**src/rtl/core/bfs_pkg.sv**
```systemverilog
// Shared types and constants of the bitmap first-set/first-clear scanner.
`timescale 1ns / 1ps
package bfs_pkg;

  localparam int FUNC_W  = 2;
  localparam int INDEX_W = 6;
  localparam int DATA_W  = 64;
  localparam int START_W = 12;
  localparam int LEN_W   = 13;
  localparam int POS_W   = 12;

  typedef enum logic [FUNC_W-1:0] {
    FUNC_WRITE      = 2'd0,
    FUNC_SCAN_SET   = 2'd1,
    FUNC_SCAN_CLEAR = 2'd2,
    FUNC_NOP        = 2'd3
  } func_t;

  typedef enum logic [2:0] {
    ST_CLEAR,
    ST_IDLE,
    ST_DIV,
    ST_SETUP,
    ST_SCAN,
    ST_DONE
  } state_t;

  typedef struct packed {
    logic clear_step;
    logic write;
    logic load;
    logic div_step;
    logic setup;
    logic scan;
    logic publish;
  } scan_cmd_t;

  typedef struct packed {
    logic clear_last;
    logic empty;
    logic div_done;
    logic hit;
    logic last_word;
  } scan_sts_t;

endpackage

```
**src/rtl/core/bfs_ctrl.sv**
```systemverilog
// Controller: state machine sequencing clear, write, divide, scan and output.
`timescale 1ns / 1ps
module bfs_ctrl (
  input  logic                        clk,
  input  logic                        rst,
  input  logic                        in_valid,
  output logic                        in_stall,
  input  logic [bfs_pkg::FUNC_W-1:0]  func,
  output logic                        out_valid,
  input  logic                        out_stall,
  output bfs_pkg::scan_cmd_t          cmd,
  input  bfs_pkg::scan_sts_t          sts
);
  import bfs_pkg::*;

  state_t state;
  state_t state_next;

  always_ff @(posedge clk) begin
    if (rst) begin
      state <= ST_CLEAR;
    end else begin
      state <= state_next;
    end
  end

  always_ff @(posedge clk) begin
    if (rst) begin
      out_valid <= 1'b0;
    end else if (cmd.publish) begin
      out_valid <= 1'b1;
    end else if (!out_stall) begin
      out_valid <= 1'b0;
    end
  end

  assign in_stall = state != ST_IDLE;

  always_comb begin
    state_next = state;
    cmd        = '0;
    case (state)
      ST_CLEAR: begin
        cmd.clear_step = 1'b1;
        if (sts.clear_last) begin
          state_next = ST_IDLE;
        end
      end
      ST_IDLE: begin
        if (in_valid) begin
          case (func_t'(func))
            FUNC_WRITE: begin
              cmd.write = 1'b1;
            end
            FUNC_SCAN_SET, FUNC_SCAN_CLEAR: begin
              cmd.load   = 1'b1;
              state_next = sts.empty ? ST_DONE : ST_DIV;
            end
            default: ;
          endcase
        end
      end
      ST_DIV: begin
        if (sts.div_done) begin
          state_next = ST_SETUP;
        end else begin
          cmd.div_step = 1'b1;
        end
      end
      ST_SETUP: begin
        cmd.setup  = 1'b1;
        state_next = ST_SCAN;
      end
      ST_SCAN: begin
        cmd.scan = 1'b1;
        if (sts.hit || sts.last_word) begin
          state_next = ST_DONE;
        end
      end
      ST_DONE: begin
        if (!out_valid || !out_stall) begin
          cmd.publish = 1'b1;
          state_next  = ST_IDLE;
        end
      end
      default: begin
        state_next = ST_IDLE;
      end
    endcase
  end

endmodule

```
**config.mk**
```make
export PLATFORM = sky130hd
export DESIGN_NAME = bfs_ctrl
export DESIGN_NICKNAME = d
export VERILOG_FILES = /design/src/rtl/core/bfs_pkg.sv /design/src/rtl/core/bfs_ctrl.sv
export SDC_FILE = /design/constraint.sdc
export NUM_CORES = 1
export LEC_CHECK = 0
export BUFFER_PORTS_ARGS = -buffer_cell sky130_fd_sc_hd__buf_4
export CORE_AREA = 4 4 41 43
export CTS_CLUSTER_SIZE = 12
export DETAILED_ROUTE_END_ITERATION = 8
export DIE_AREA = 0 0 45 47
export PLACE_DENSITY = 0.6
export SETUP_SLACK_MARGIN = 0.1
export SLEW_MARGIN = 20
export SYNTH_ARGS = -nofsm -noshare
export SYNTH_HDL_FRONTEND = slang
export SYNTH_SLANG_ARGS = --single-unit
```
**constraint.sdc**
```tcl
create_clock -name clk -period 3.1 [get_ports clk]
set_input_delay 0.62 -clock clk [delete_from_list [all_inputs] [get_ports clk]]
set_output_delay 0.62 -clock clk [all_outputs]
set_load 0.005 [all_outputs]
```
==> results.json, run 1 <==
{
  "cts_tree": "built",
  "path_buf_inv": 2,
  "p_per_area_nw_per_um2": 368,
  "place_ws_ns": 1.21,
  "dp_hpwl_um": 575,
  "cts_setup_buffers": 0,
  "viasPerCell": 4.43,
  "slowest_stage": "dfxtp_1",
  "grtUsageTotal_pct": 8.29,
  "maxSlewHeadroom_pct": 76.8,
  "fin_ws_ns": 1.12,
  "multi_input_area_um2": 195,
  "peakVddDrop_mv": 0.248,
  "cts-root-buf": "clkbuf_4",
  "clock_latency_ns": 0.23,
  "wl_per_cell_um": 9.73,
  "setup_tns_ns": 0,
  "start_util_pct": 24.9,
  "utilization_pct": 36.4,
  "fmax_ghz": 0.505,
  "num_rows": 13,
  "holdPathStages": 2,
  "maxCapViolCount": 0,
  "finalWirelength_um": 720,
  "n_antenna_cell": 0,
  "arrival_ns": 1.36,
  "cts_buffers": 3,
  "grt-ovfl-total": 0,
  "hp-class": "register to register",
  "total_power_uw": 175,
  "crit_type": "register to primary output",
  "h-tree-depth": 1,
  "tightest_slew_ns": 0.348,
  "avgSynthCellArea_um2": 8.10,
  "area_growth_pct": 46.3,
  "r2r_cells": 3,
  "finalSetupViolations": 0,
  "grt_pass1_vias": 294,
  "die_y_um": 47,
  "io_pins": 20,
  "antenna_left": 0,
  "r2r-end": "state[1]",
  "clockBufferDepth": 2,
  "grt_max_degree": 11,
  "clock_sinks": 4,
  "die-area_um2": 2120,
  "regArea_um2": 80.1,
  "grt_pass1_wl_um": 1210,
  "finalCritPeriodShare_pct": 63.9,
  "yosysWarnings": 0,
  "io_buffers": 19,
  "drive_above_1_share_pct": 45.8,
  "fin_nets": 73,
  "grt_setup_unrepaired": "no",
  "post-route-min-period_ns": 1.98,
  "syn-num-nets": 52,
  "syn_area_um2": 324,
  "cts.clk_slew.worst_paths_ns": 0.04,
  "maxSlewViolCount": 0,
  "rrSetupSlack_ns": 1.99,
  "n_fill_cell": 155,
  "die_w_um": 45,
  "r2r-start": "state[0]",
  "antenna_found_initial": 0,
  "status": "finished clean",
  "cp_cell_sequence": "inv_2 > or3_4 > nor2_1 > buf_4",
  "holdBufCountCts": 0,
  "yosysUniqueCellTypes": 22,
  "hold_viol_final": 0,
  "cp-start-kind": "register",
  "cpLargestDelayFamily": "flip-flops",
  "p_leak_uw": 0.000221,
  "endpoint_kind": "primary output",
  "drtPass1Iterations": 2,
  "min-delay-start": "out_valid",
  "drt_iter0_drc": 5,
  "synth_seq_cells": 4,
  "vias": 328,
  "core_um2": 1300,
  "gp_congestion": 0.720,
  "min_to": "out_valid",
  "fin_skew_ns": 0.00119,
  "synth-seq-area-share_pct": 24.7,
  "slowest_delay_ns": 0.47,
  "required_ns": 2.48,
  "crit_fanout": 9,
  "drc": 0,
  "post_cts_resized": 0,
  "syn_inst": 40
}
[how the worst max path moves through the flow]
stage | startpoint | end | slack [ns] | depth (start not counted)
after global placement | func[0] | cmd[4] | 1.21 | 6
after floorplan | func[0] | cmd[4] | 1.41 | 4
after global routing | state[2] | cmd[0] | 1.01 | 4
after CTS | state[0] | cmd[5] | 1.11 | 4
after detailed placement | func[0] | cmd[4] | 1.21 | 6
final | state[0] | cmd[5] | 1.12 | 4
[report_power, final]
part	switching [uW]	total (uW)	internal, uW
sequential	7.72	63.0	55.3
combinational	17.9	47.4	29.5
clock	20.9	64.2	43.3
[placed cells by master (no fill, tap or decap), drive strengths merged, types with 2 or more instances in the layout]
master / instances
nand2b: 3
buf: 19
inv: 4
nor2: 5
nor3: 2
dfxtp: 4
clkbuf: 3
nand2: 4
a21oi: 4
[registers in the layout, summed over array words and instances (netlist names)]
signal and count:
state 3, out_valid 1
[logic make-up after synthesis]
| family | Yosys count | synth area share [%] |
|---|---|---|
| buffers and inverters | 7 | 15.1 |
| and+or+nand+nor | 19 | 34.7 |
| adders and majority gates | 1 | 3.86 |
| DFF | 4 | 24.7 |
| AOI/OAI and AO/OA | 9 | 21.6 |
[tightest hold or removal path: cells and delay by family (launching register included)]
family           cells  cell delay (ns)
AO/OA/AOI/OAI        1             0.05
flip-flops           1             0.31
AND/OR/NAND/NOR      1             0.09
[through the flow]
stage	instances	area (um^2)	hold WS [ns]
after floorplan	40	324	0.485
after global placement	71	452	0.505
after detailed placement	71	452	0.498
after CTS	74	474	0.511
after global routing	74	474	0.546
final	74	474	0.505
[area by class of cell]
| cell class | instances | share of cell area (%) |
|---|---|---|
| tap | 15 | 3.96 |
| inverter | 4 | 3.17 |
| clock buffer | 3 | 4.75 |
| timing repair buffer | 19 | 30.1 |
| sequential | 4 | 16.9 |
| multi-input combinational | 29 | 41.2 |
[Yosys cell counts]
library cell	number	share of area, %
or2_1	1	1.9
a31oi_1	1	1.9
inv_2	1	1.2
dfxtp_1	4	25
nand2b_1	2	3.9
a21oi_2	1	2.7
buf_6	3	10
a211oi_2	1	3.9
a211o_1	1	2.7
nand2b_4	1	4.2
ha_1	1	3.9
and3_1	1	1.9
nor4b_1	1	2.7
nand2_1	4	4.6
and4b_1	1	3.1
nor3_1	2	3.1
a21oi_1	3	4.6
or3_4	1	3.5
nor2_1	5	5.8
o32a_1	1	3.1
o41ai_1	1	2.7
inv_1	3	3.5
[layer usage]
metal,global-route usage (%),up-vias,routed length (um)
met5,0,-,0
met4,1.75,0,0
li1,-,177,-
met3,6.90,0,80
met2,11.9,12,310
met1,9.55,139,328
Note: power is estimated with default switching activity, not from simulation.
==> run 2, diff against run 1 <==
clock period = 2.05 ns   (was 3.1 ns; I/O delays follow)
==> run 2 against run 1 <==
  * Global-route usage rose by 1.7 points
  * Sequential cell count unchanged
  * Register-to-register slack worse by 1.0 ns
  * Total power is 52% higher
  * Worst hold slack worse by 0.12 ns
  * Clock power rose by 52%
  * Final area unchanged
  * Die area unchanged
  * Largest power group unchanged
==> results.json, run 2 (synthesis gave the netlist of run 1 again) <==
{
  "status": "finished clean",
  "cp-start-kind": "register",
  "clock_latency_ns": 0.23,
  "p_int_uw": 194,
  "post-route-min-period_ns": 1.76,
  "post_cts_resized": 0,
  "drive_above_1_share_pct": 45.8,
  "total_power_uw": 265,
  "sequentialPowerShare_pct": 36.0,
  "final_common_cell": "buf_4",
  "required_ns": 1.64,
  "gp_congestion": 0.729,
  "grt_pass1_vias": 334,
  "grt_max_degree": 11,
  "grt_setup_unrepaired": "no",
  "holdPathStages": 2,
  "finalCritPeriodShare_pct": 85.6,
  "cts.clk_slew.worst_paths_ns": 0.04,
  "min_to": "out_valid",
  "grt.busiest_layer": "met2",
  "utilization_pct": 36.4,
  "switching_share_pct": 26.8,
  "grt.met3_usage_pct": 7.28,
  "p_leak_uw": 0.000221,
  "reg.largest.list": "state x3, out_valid x1",
  "design_area_um2": 474,
  "power_frac_clock_pct": 36.8,
  "viasPerCell": 4.46,
  "min-delay-start": "rst",
  "endpoint_kind": "primary output",
  "cts_tree": "built",
  "top_register": "state",
  "drc": 0,
  "clockBufferDepth": 2,
  "peakVddDrop_mv": 0.377,
  "io_pins": 20,
  "clock_sinks": 4,
  "io_buffers": 19,
  "hold_viol_final": 0,
  "setup_tns_ns": 0,
  "fmax_ghz": 0.570,
  "grt_use_met1_pct": 10.9,
  "tightest_slew_ns": 0.369,
  "start_util_pct": 24.9,
  "core_um2": 1300,
  "die_w_um": 45,
  "vias": 330,
  "hp-class": "input pin to register",
  "die_y_um": 47,
  "r2r-end": "state[1]",
  "fin_skew_ns": 0.000780,
  "wl_per_cell_um": 10.7,
  "r2r-start": "state[0]",
  "finalWirelength_um": 789,
  "switchingPower_uw": 70.8,
  "rrSetupSlack_ns": 0.95,
  "r2r_cells": 3,
  "arrival_ns": 1.35,
  "finalSetupViolations": 0,
  "p_per_area_nw_per_um2": 558,
  "grt_use_met2_pct": 16.1,
  "crit_fanout": 9,
  "h-tree-depth": 1,
  "maxCapViolCount": 0,
  "drt_iter0_drc": 8,
  "crit_type": "register to primary output",
  "grt_pass1_wl_um": 1460,
  "n_antenna_cell": 0,
  "dp_hpwl_um": 625,
  "antenna_found_initial": 0,
  "fin_nets": 73,
  "num_rows": 13,
  "antenna_left": 0,
  "combPwrFrac_pct": 27.2,
  "maxSlewViolCount": 0,
  "grt-ovfl-total": 0,
  "layout_common_cells": "19 x buf_4, 5 x nor2_1, 4 x nand2_1, 4 x dfxtp_1",
  "largest_reg_flops": 3,
  "cts_setup_buffers": 0,
  "maxSlewHeadroom_pct": 75.4,
  "die-area_um2": 2120,
  "grtUsageTotal_pct": 10.0,
  "area_growth_pct": 46.3,
  "postPlaceCellArea_um2": 452,
  "cts-root-buf": "clkbuf_4",
  "holdBufCountCts": 0,
  "drtPass1Iterations": 3,
  "cts_buffers": 3
}
## run 2: cell counts in the layout (fill, tap and decap cells not counted)
No cell type changed its count.
## run 2: worst max path at each step
stage	start	end	slack (ns)	cells past startpoint
5_1_grt	state[2]	cmd[0]	0.17	4
2_1_floorplan	state[1]	cmd[4]	0.71	3
3_5_place_dp	state[0]	cmd[5]	0.53	4
4_1_cts	state[0]	cmd[5]	0.28	4
3_3_place_gp	state[2]	cmd[0]	0.54	4
6_report	state[0]	cmd[5]	0.29	4
## run 2: stage by stage
| stage | hold slack (ns) | setup slack, ns | std cells |
|---|---|---|---|
| 6_report | 0.387 | 0.294 | 74 |
| 4_1_cts | 0.384 | 0.280 | 74 |
| 3_3_place_gp | 0.507 | 0.536 | 71 |
| 3_5_place_dp | 0.508 | 0.533 | 71 |
| 5_1_grt | 0.382 | 0.170 | 74 |
| 2_1_floorplan | 0.472 | 0.712 | 40 |
## run 2: power by group through the flow
stage	logic (uW)	registers, uW	clock network (uW)
after CTS	73.4	95.3	101
after global routing	81.6	97.4	112
final	71.9	95.3	97.5
after detailed placement	73.2	96.5	0
after floorplan	51.8	86.8	0
after global placement	72.2	96.2	0
## run 2: critical path, stage by stage (launching register included)
cell and delay [ns]:
dfxtp_1 0.46, inv_2 0.09, or3_4 0.34, nor2_1 0.11, buf_4 0.11
## run 2: layer usage
metal,share of wire [%],vias to the layer above,routed length (um)
met5,0,-,0
met4,0,0,0
met3,11,0,86
met2,47,12,374
met1,42,139,328
li1,-,179,-
## run 2: cell type report
cell class | instances | area, um^2
multi-input combinational | 29 | 195
sequential | 4 | 80.1
timing repair buffer | 19 | 143
fill | 145 | 827
clock buffer | 3 | 22.5
inverter | 4 | 15.0
tap | 15 | 18.8
